===== src/design/didc_pkg.sv =====
// ----------------------------------------------------------------------------
// didc_pkg
// Shared types and constants for the de-duplicating tag id collector.
// ----------------------------------------------------------------------------
`default_nettype none

package didc_pkg;

   // Default sizes of the storage
   localparam int DEF_MAIN_ENTRIES  = 80;
   localparam int DEF_EXTRA_ENTRIES = 20;
   localparam int DEF_ID_COUNT      = 1024;

   // Transaction codes on the request channel
   localparam logic [1:0] ACT_REPORT = 2'd0;
   localparam logic [1:0] ACT_DUMP   = 2'd1;
   localparam logic [1:0] ACT_PULL   = 2'd2;

   // Frame delimiters and entry tag
   localparam logic [7:0] FRAME_BEGIN = 8'hF0;
   localparam logic [7:0] FRAME_END   = 8'hFE;
   localparam logic [7:0] MAIN_TAG    = 8'h00;

   typedef struct packed {
      logic [1:0] action;
      logic [7:0] flag_byte;
      logic [7:0] id_high;
      logic [7:0] id_low;
   } req_type;

   typedef struct packed {
      logic [7:0] out_byte;
      logic       last;
   } rsp_type;

   // Controller to datapath
   typedef struct packed {
      logic report_start;
      logic report_finish;
      logic dump_arm;
      logic pull_emit;
      logic clear_step;
   } didc_cmd_type;

   // Datapath to controller
   typedef struct packed {
      logic dumping;
      logic at_end;
      logic clear_done;
   } didc_sts_type;

endpackage

`default_nettype wire


===== src/design/didc_ctrl.sv =====
// ----------------------------------------------------------------------------
// didc_ctrl
// Sequencer: report read-modify-write, dump byte pulls and bitmap clearing.
// ----------------------------------------------------------------------------
`default_nettype none

module didc_ctrl
   import didc_pkg::*;
(
   input  wire logic         clock,
   input  wire logic         reset,
   input  wire logic         start,
   input  wire logic [1:0]   action,
   input  wire didc_sts_type sts,
   output didc_cmd_type      cmd,
   output logic              busy
);

   localparam logic [1:0] ST_IDLE   = 2'd0;
   localparam logic [1:0] ST_REPORT = 2'd1;
   localparam logic [1:0] ST_PULL   = 2'd2;
   localparam logic [1:0] ST_CLEAR  = 2'd3;

   logic [1:0] state_ff;
   logic [1:0] state_in;

   always_comb begin
      state_in = state_ff;
      cmd      = '0;
      case (state_ff)
         ST_IDLE: begin
            if (start) begin
               case (action)
                  ACT_REPORT: begin
                     // drop reports while a dump runs
                     if (!sts.dumping) begin
                        cmd.report_start = 1'b1;
                        state_in         = ST_REPORT;
                     end
                  end
                  ACT_DUMP: begin
                     cmd.dump_arm = !sts.dumping;
                  end
                  ACT_PULL: begin
                     if (sts.dumping) begin
                        state_in = ST_PULL;
                     end
                  end
                  default: begin
                  end
               endcase
            end
         end
         ST_REPORT: begin
            cmd.report_finish = 1'b1;
            state_in          = ST_IDLE;
         end
         ST_PULL: begin
            cmd.pull_emit = 1'b1;
            state_in      = sts.at_end ? ST_CLEAR : ST_IDLE;
         end
         ST_CLEAR: begin
            cmd.clear_step = 1'b1;
            if (sts.clear_done) begin
               state_in = ST_IDLE;
            end
         end
         default: begin
            state_in = ST_IDLE;
         end
      endcase
   end

   always_ff @(posedge clock) begin
      if (reset) begin
         state_ff <= ST_CLEAR;
      end else begin
         state_ff <= state_in;
      end
   end

   assign busy = (state_ff != ST_IDLE);

endmodule

`default_nettype wire


===== src/design/didc_datapath.sv =====
// ----------------------------------------------------------------------------
// didc_datapath
// Seen bitmap, main and extra lists, counters, dump framing and result register.
// ----------------------------------------------------------------------------
`default_nettype none

module didc_datapath
   import didc_pkg::*;
#(
   parameter int MAIN_ENTRIES  = DEF_MAIN_ENTRIES,
   parameter int EXTRA_ENTRIES = DEF_EXTRA_ENTRIES,
   parameter int ID_COUNT      = DEF_ID_COUNT
) (
   input  wire logic   clock,
   input  wire logic   reset,
   input  wire req_type      req_data,
   input  wire didc_cmd_type cmd,
   output didc_sts_type sts,
   output logic        rsp_valid,
   output rsp_type     rsp_data
);

   localparam int IDX_W  = $clog2(ID_COUNT);
   localparam int MIDX_W = (MAIN_ENTRIES > 1) ? $clog2(MAIN_ENTRIES) : 1;
   localparam int EIDX_W = (EXTRA_ENTRIES > 1) ? $clog2(EXTRA_ENTRIES) : 1;
   localparam int MCNT_W = $clog2(MAIN_ENTRIES + 1);
   localparam int ECNT_W = $clog2(EXTRA_ENTRIES + 1);
   localparam int PTR_W  = (MCNT_W > ECNT_W) ? MCNT_W : ECNT_W;

   localparam logic [2:0] PH_HDR0  = 3'd0;
   localparam logic [2:0] PH_HDR1  = 3'd1;
   localparam logic [2:0] PH_HDR2  = 3'd2;
   localparam logic [2:0] PH_MAIN  = 3'd3;
   localparam logic [2:0] PH_EXTRA = 3'd4;
   localparam logic [2:0] PH_END   = 3'd5;

   // Storage
   logic        seen_mem  [ID_COUNT];
   logic [15:0] main_mem  [MAIN_ENTRIES];
   logic [23:0] extra_mem [EXTRA_ENTRIES];

   logic        seen_rd_ff;
   logic [15:0] main_rd_ff;
   logic [23:0] extra_rd_ff;

   // Control registers
   logic [MCNT_W-1:0] main_count_ff,  main_count_in;
   logic [ECNT_W-1:0] extra_count_ff, extra_count_in;
   logic              dumping_ff,     dumping_in;
   logic [2:0]        phase_ff,       phase_in;
   logic [PTR_W-1:0]  dump_idx_ff,    dump_idx_in;
   logic [1:0]        sel_ff,         sel_in;
   logic [IDX_W-1:0]  clr_ff,         clr_in;
   logic              rsp_valid_ff,   rsp_valid_in;

   // Payload registers
   logic [15:0] rep_id_ff;
   logic        rep_in_range_ff;
   rsp_type     rsp_data_ff, rsp_data_in;

   logic [15:0]      req_id;
   logic             req_in_range;
   logic             extra_we;
   logic             main_we;
   logic             seen_we;
   logic [IDX_W-1:0] seen_wa;
   logic             seen_wd;
   logic [8:0]       total_sum;

   assign req_id       = {req_data.id_high, req_data.id_low};
   assign req_in_range = ({1'b0, req_id} < 17'(ID_COUNT));
   assign total_sum    = 9'(main_count_ff) + 9'(extra_count_ff);

   assign extra_we = cmd.report_start && (req_data.flag_byte != 8'd0) &&
                     (extra_count_ff < ECNT_W'(EXTRA_ENTRIES));
   assign main_we  = cmd.report_finish && rep_in_range_ff && !seen_rd_ff &&
                     (main_count_ff < MCNT_W'(MAIN_ENTRIES));

   always_comb begin
      seen_we = 1'b0;
      seen_wa = clr_ff;
      seen_wd = 1'b0;
      if (cmd.clear_step) begin
         seen_we = 1'b1;
      end else if (cmd.report_finish && rep_in_range_ff && !seen_rd_ff) begin
         seen_we = 1'b1;
         seen_wa = rep_id_ff[IDX_W-1:0];
         seen_wd = 1'b1;
      end
   end

   // Memories: one write port each, registered read
   always_ff @(posedge clock) begin
      if (seen_we) begin
         seen_mem[seen_wa] <= seen_wd;
      end
      seen_rd_ff <= seen_mem[req_id[IDX_W-1:0]];
   end

   always_ff @(posedge clock) begin
      if (main_we) begin
         main_mem[main_count_ff[MIDX_W-1:0]] <= rep_id_ff;
      end
      main_rd_ff <= main_mem[dump_idx_ff[MIDX_W-1:0]];
   end

   always_ff @(posedge clock) begin
      if (extra_we) begin
         extra_mem[extra_count_ff[EIDX_W-1:0]] <= {req_data.flag_byte, req_id};
      end
      extra_rd_ff <= extra_mem[dump_idx_ff[EIDX_W-1:0]];
   end

   always_comb begin
      main_count_in  = main_count_ff;
      extra_count_in = extra_count_ff;
      dumping_in     = dumping_ff;
      phase_in       = phase_ff;
      dump_idx_in    = dump_idx_ff;
      sel_in         = sel_ff;
      clr_in         = clr_ff;
      rsp_valid_in   = cmd.pull_emit;
      rsp_data_in    = rsp_data_ff;

      if (extra_we) begin
         extra_count_in = extra_count_ff + ECNT_W'(1);
      end
      if (main_we) begin
         main_count_in = main_count_ff + MCNT_W'(1);
      end
      if (cmd.dump_arm) begin
         dumping_in  = 1'b1;
         phase_in    = PH_HDR0;
         dump_idx_in = '0;
         sel_in      = '0;
      end
      if (cmd.clear_step) begin
         clr_in = clr_ff + IDX_W'(1);
      end

      if (cmd.pull_emit) begin
         rsp_data_in.last = 1'b0;
         case (phase_ff)
            PH_HDR0: begin
               rsp_data_in.out_byte = FRAME_BEGIN;
               phase_in             = PH_HDR1;
            end
            PH_HDR1: begin
               rsp_data_in.out_byte = total_sum[7:0];
               phase_in             = PH_HDR2;
            end
            PH_HDR2: begin
               rsp_data_in.out_byte = 8'(main_count_ff);
               dump_idx_in          = '0;
               sel_in               = '0;
               if (main_count_ff != '0) begin
                  phase_in = PH_MAIN;
               end else if (extra_count_ff != '0) begin
                  phase_in = PH_EXTRA;
               end else begin
                  phase_in = PH_END;
               end
            end
            PH_MAIN: begin
               case (sel_ff)
                  2'd0:    rsp_data_in.out_byte = MAIN_TAG;
                  2'd1:    rsp_data_in.out_byte = main_rd_ff[15:8];
                  default: rsp_data_in.out_byte = main_rd_ff[7:0];
               endcase
               if (sel_ff != 2'd2) begin
                  sel_in = sel_ff + 2'd1;
               end else begin
                  sel_in = '0;
                  if (dump_idx_ff + PTR_W'(1) == PTR_W'(main_count_ff)) begin
                     // main list done: move to the extra list
                     dump_idx_in = '0;
                     phase_in    = (extra_count_ff != '0) ? PH_EXTRA : PH_END;
                  end else begin
                     dump_idx_in = dump_idx_ff + PTR_W'(1);
                  end
               end
            end
            PH_EXTRA: begin
               case (sel_ff)
                  2'd0:    rsp_data_in.out_byte = extra_rd_ff[23:16];
                  2'd1:    rsp_data_in.out_byte = extra_rd_ff[15:8];
                  default: rsp_data_in.out_byte = extra_rd_ff[7:0];
               endcase
               if (sel_ff != 2'd2) begin
                  sel_in = sel_ff + 2'd1;
               end else begin
                  sel_in = '0;
                  if (dump_idx_ff + PTR_W'(1) == PTR_W'(extra_count_ff)) begin
                     dump_idx_in = '0;
                     phase_in    = PH_END;
                  end else begin
                     dump_idx_in = dump_idx_ff + PTR_W'(1);
                  end
               end
            end
            default: begin
               // closing byte: empty the lists and start the bitmap clear
               rsp_data_in.out_byte = FRAME_END;
               rsp_data_in.last     = 1'b1;
               main_count_in        = '0;
               extra_count_in       = '0;
               dumping_in           = 1'b0;
               phase_in             = PH_HDR0;
               dump_idx_in          = '0;
               sel_in               = '0;
               clr_in               = '0;
            end
         endcase
      end
   end

   always_ff @(posedge clock) begin
      if (reset) begin
         main_count_ff  <= '0;
         extra_count_ff <= '0;
         dumping_ff     <= 1'b0;
         phase_ff       <= PH_HDR0;
         dump_idx_ff    <= '0;
         sel_ff         <= '0;
         clr_ff         <= '0;
         rsp_valid_ff   <= 1'b0;
      end else begin
         main_count_ff  <= main_count_in;
         extra_count_ff <= extra_count_in;
         dumping_ff     <= dumping_in;
         phase_ff       <= phase_in;
         dump_idx_ff    <= dump_idx_in;
         sel_ff         <= sel_in;
         clr_ff         <= clr_in;
         rsp_valid_ff   <= rsp_valid_in;
      end
   end

   always_ff @(posedge clock) begin
      if (cmd.report_start) begin
         rep_id_ff       <= req_id;
         rep_in_range_ff <= req_in_range;
      end
      rsp_data_ff <= rsp_data_in;
   end

   assign sts.dumping    = dumping_ff;
   assign sts.at_end     = (phase_ff == PH_END);
   assign sts.clear_done = (clr_ff == IDX_W'(ID_COUNT - 1));

   assign rsp_valid = rsp_valid_ff;
   assign rsp_data  = rsp_data_ff;

   // A result only follows an emit cycle
   assert property (@(posedge clock) disable iff (reset)
      rsp_valid_ff |-> $past(cmd.pull_emit))
      else $error("result strobe without emit");

   assert property (@(posedge clock) disable iff (reset)
      main_count_ff <= MCNT_W'(MAIN_ENTRIES))
      else $error("main list count overflow");

   assert property (@(posedge clock) disable iff (reset)
      extra_count_ff <= ECNT_W'(EXTRA_ENTRIES))
      else $error("extra list count overflow");

   // After the closing byte the lists are empty and no dump runs
   assert property (@(posedge clock) disable iff (reset)
      (rsp_valid_ff && rsp_data_ff.last) |->
         (!dumping_ff && main_count_ff == '0 && extra_count_ff == '0))
      else $error("dump did not wind up");

endmodule

`default_nettype wire


===== src/design/dedup_id_collector_with_report.sv =====
// ----------------------------------------------------------------------------
// dedup_id_collector_with_report
// Tag report collector with a seen bitmap, main and extra lists, framed dump.
// ----------------------------------------------------------------------------
//  channel    ports                          handshake
//  request    start, busy, req_data          taken when start && !busy
//  result     rsp_valid, rsp_data            valid per byte, no back-pressure
//
//  A tag report reads the seen bitmap memory, then writes it.
//  A pull reads the list memory, then the byte is registered out.
//  A dump request, or any transaction that is dropped, leaves busy low.
//  After reset and after each closing 0xFE byte, busy stays high
//  while the bitmap is cleared one bit per cycle.
//  The result is held for one cycle only; the receiver must take it then.
// ----------------------------------------------------------------------------
`default_nettype none

module dedup_id_collector_with_report
   import didc_pkg::*;
#(
   parameter int MAIN_ENTRIES  = DEF_MAIN_ENTRIES,
   parameter int EXTRA_ENTRIES = DEF_EXTRA_ENTRIES,
   parameter int ID_COUNT      = DEF_ID_COUNT
) (
   input  wire logic    clock,
   input  wire logic    reset,
   input  wire logic    start,
   output logic         busy,
   input  wire req_type req_data,
   output logic         rsp_valid,
   output rsp_type      rsp_data
);

   didc_cmd_type cmd;
   didc_sts_type sts;

   didc_ctrl u_ctrl (
      .clock  (clock),
      .reset  (reset),
      .start  (start),
      .action (req_data.action),
      .sts    (sts),
      .cmd    (cmd),
      .busy   (busy)
   );

   didc_datapath #(
      .MAIN_ENTRIES  (MAIN_ENTRIES),
      .EXTRA_ENTRIES (EXTRA_ENTRIES),
      .ID_COUNT      (ID_COUNT)
   ) u_datapath (
      .clock     (clock),
      .reset     (reset),
      .req_data  (req_data),
      .cmd       (cmd),
      .sts       (sts),
      .rsp_valid (rsp_valid),
      .rsp_data  (rsp_data)
   );

endmodule

`default_nettype wire


===== config.mk =====
export PLATFORM = sky130hd
export DESIGN_NAME = dedup_id_collector_with_report
export DESIGN_NICKNAME = d
export VERILOG_FILES = /design/src/design/didc_pkg.sv /design/src/design/didc_ctrl.sv /design/src/design/didc_datapath.sv /design/src/design/dedup_id_collector_with_report.sv
export SDC_FILE = /design/constraint.sdc
export NUM_CORES = 2
export LEC_CHECK = 0
export ABC_AREA = 1
export BUFFER_PORTS_ARGS = -buffer_cell sky130_fd_sc_hd__clkbuf_2
export CORE_AREA = 2 2 588 590
export DETAILED_ROUTE_END_ITERATION = 7
export DIE_AREA = 0 0 590 592
export GPL_TIMING_DRIVEN = 0
export PLACE_DENSITY_LB_ADDON = 0.1
export SLEW_MARGIN = 10
export SYNTH_ARGS = -nofsm -noshare
export SYNTH_HDL_FRONTEND = slang
export SYNTH_SLANG_ARGS = --single-unit

===== constraint.sdc =====
create_clock -name clock -period 8.1 [get_ports clock]
set_input_delay 0.405 -clock clock [delete_from_list [all_inputs] [get_ports clock]]
set_output_delay 0.405 -clock clock [all_outputs]
set_load 0.05 [all_outputs]

==> run metrics <==
simple-gate share of the synthesized area=0.169; startpoint type of the worst setup path=flop; max_cap viols=1; Synth area leader=edfxtp_1; WP data required=8690 ps; Setup Viol. Count Final=0; failing checks=max-capacitance violations, max-slew violations; met2 wire length=253,000 um; Starting Density=0.350; Yosys cell types=47; FF-to-FF End=u_datapath.main_mem[44][5]; hold slack=72.8 ps; XOR/XNOR share of the synthesized area=0.000512; post-synthesis compound-gate area fraction=0.0775; Post-Syn Area=0.120 mm2; Via-to-Cell Ratio=5.70; met3 WL=45,100 um; Cells after Synth=10,500; residual DRC count=0; largest buffer count on any clock path=4; DRT met1 WL=217,000 um; Placeable Area=0.342 mm2; Adder-Cell Fraction of Synth Area=0.00153; clock latency on the worst-skew pair=1000 ps; hold buffers post-CTS=4; Hold Path Class=input pin to flop; cts repair resizes=0; Setup crit end=u_datapath.main_mem[44][5]; Crit Path Class=flop to flop; Synth Flop Type=edfxtp_1; Worst Tran Pin Value=1560 ps; Slew Viols, Final=11; final hold violation count=0; critical path endpoint category=flop; total CTS buffers=330; DP Worst Slack=2920 ps; die footprint=0.349 mm2; drt initial violations=12,500; worst reg2reg path depth=11; root buf cell=clkbuf_16; initial antenna violation count=32; Leakage=46.2 nW; DP Wirelength=387,000 um; first-pass GRT wire length=733,000 um; GP Congestion=0.962; min Tclk post-route=5040 ps; reg2reg start=u_datapath.rep_in_range_ff; post-route cell area=0.141 mm2; PwrDens=230 mW/mm2; Max Clk Rate=198 MHz; post-CTS setup buffers=0; largest net degree at the start of global routing=165; GRT Util Overall=0.308; Die Wd=590 um; largest family of logic cells by synthesized area=simple AND/OR/NAND/NOR gates; top post-synthesis cells by area=edfxtp_1 (70%), nor2_1 (6.5%), nand2_1 (5.2%), nand3_1 (4.8%), o21ai_0 (3.8%); clock sink count=2,889; max-slew headroom at the worst pin=-0.0381; gr ovfl total=0; status=finished, violations left; drt wl/cell=34.6 um; arrival time of the worst setup path=5640 ps; post-synthesis mux area share=0; synth warn=0; # rows=215; maximum VDD drop=187 uV; Fin Setup TNS=0 ps; number of synthesized flops with an enable pin=2,810; fin nets=11,100; total power=32.3 mW; routed via count=90,600; TritonCTS clock tree=done; height of the die=592 um; number of synthesized register bits=2,889; final worst slack=3060 ps; drt total wl=550,000 um; Mean Syn Cell Area=11.4 um2; Seq/Total Area, Yosys=0.718; drt first pass iters=7; clock-pin slew on the worst setup and hold paths=50 ps; PortBufs=39; layout cell share with drive strength beyond 1=0.104; area delta synth->final=17.6%; RSZ-0062 raised after global routing=false; Crit Path Max Fanout=153; Net Count, Synth=10,500; share of Yosys cell area claimed by the top area cell type=0.705; crit path from=u_datapath.rep_in_range_ff; Post-DP Area=0.130 mm2; vias in the first global route=85,300; clk_skew=116 ps; R2R setup slack=3060 ps; Ports=40; Top Metal Used=met5; Final Cycle Share=0.623; Max H-tree Level=5; fraction of registers with async set/reset=0; number of nets with antenna violations after routing=0
-- worst max-delay path, stage by stage (launching register included) --
cell	delay, ps
edfxtp_1	380
and3_1	200
buf_8	650
buf_16	370
inv_4	110
buf_6	170
a21oi_2	200
inv_1	140
nor2_1	270
nand3_1	920
nor2_4	890
buf_16	240
-- cells in the mapped netlist, types with 2 or more instances --
cell / n
a31oi_1: 13
xnor2_1: 2
inv_2: 5
nor2_4: 4
o21ai_0: 912
nand2_1: 1643
nor2_2: 27
buf_6: 7
o22ai_1: 382
a22o_1: 8
a211oi_1: 4
nor3_1: 15
nand4_1: 15
clkinv_1: 4
clkbuf_1: 485
o31ai_1: 33
buf_1: 48
inv_1: 142
o21a_1: 2
nand3_1: 1151
a221oi_1: 9
or2_2: 3
ha_1: 13
edfxtp_1: 2810
a21oi_1: 199
dfxtp_1: 79
a31o_2: 8
o221ai_1: 21
nor4_1: 4
buf_4: 16
o21ai_2: 5
xor2_1: 5
o21ai_1: 4
o2111ai_1: 2
buf_2: 254
nor2_1: 2082
a2111oi_0: 50
-- through the flow --
stage	instances	utilization
floorplan	10500	-
global placement	15100	0.367
global route	15900	0.411
detailed placement	15300	0.381
CTS	15900	0.411
finish	15900	0.411
-- state kept, by name (all words and copies together) (netlist names) --
| name | flops |
|---|---|
| u_ctrl.state_ff | 2 |
| u_datapath.clr_ff | 10 |
| u_datapath.dump_idx_ff | 7 |
| u_datapath.dumping_ff | 1 |
| u_datapath.extra_count_ff | 5 |
| u_datapath.extra_mem | 480 |
| u_datapath.extra_rd_ff | 24 |
| u_datapath.main_count_ff | 7 |
| u_datapath.main_mem | 1280 |
| u_datapath.main_rd_ff | 16 |
| u_datapath.phase_ff | 3 |
| u_datapath.rep_id_ff | 16 |
| u_datapath.rep_in_range_ff | 1 |
| u_datapath.rsp_data | 9 |
| u_datapath.rsp_valid | 1 |
| u_datapath.seen_mem | 1024 |
| u_datapath.seen_rd_ff | 1 |
| u_datapath.sel_ff | 2 |
-- worst min path at each step --
stage                                          from                      endpoint  slack [ps]  depth (start not counted)
after floorplan           u_datapath.dump_idx_ff[6]      u_datapath.main_rd_ff[1]         460                          2
after global placement         u_datapath.clr_ff[1]          u_datapath.clr_ff[1]         490                          2
after detailed placement       u_datapath.sel_ff[0]          u_datapath.sel_ff[0]         490                          2
after CTS                              req_data[18]  u_datapath.extra_mem[17][18]          20                          1
after global routing                   req_data[20]  u_datapath.extra_mem[16][20]          90                          1
final                                         start            u_ctrl.state_ff[1]          70                          5
-- routing by layer --
| metal | up-vias | global-route usage |
|---|---|---|
| met2 | 4801 | 0.494 |
| li1 | 38500 | - |
| met4 | 4 | 0.168 |
| met5 | - | 0 |
| met3 | 1160 | 0.0544 |
| met1 | 46100 | 0.397 |
-- layout make-up --
class	instances	area (um2)
fillers	32700	202000
flip-flops and latches	2889	86000
multi-input cells	6625	30400
clock buffers	428	8850
well taps	4557	5700
repair buffers	238	4270
plain buffers	810	3550
clock inverters	170	1420
inverters	152	573
diodes	23	57.6
-- where the power goes --
part	switching, mW	internal, mW
Clock	6.36	8.26
Combinational	1.15	0.237
Sequential	0.0121	16.3
-- cells in the final DEF, fill, tap and decap left out, drive strengths merged, types with 21 or more instances in the layout --
cell type,Yosys,routed
a2111oi,50,50
a21oi,200,200
buf,325,515
clkbuf,485,952
clkinv,4,141
dfxtp,79,79
diode,0,23
edfxtp,2810,2810
inv,148,157
nand2,1643,1643
nand3,1152,1152
nor2,2113,2113
o21ai,921,921
o221ai,21,21
o22ai,382,382
o31ai,33,33
-- cell families after synthesis --
| family | Yosys count |
|---|---|
| adders and majority gates | 14 |
| and+or+nand+nor | 4948 |
| xor gates and xnor gates | 7 |
| buffers and inverters | 962 |
| DFF | 2889 |
| AOI/OAI and AO/OA | 1656 |
Power figures use the tool's default switching activity.
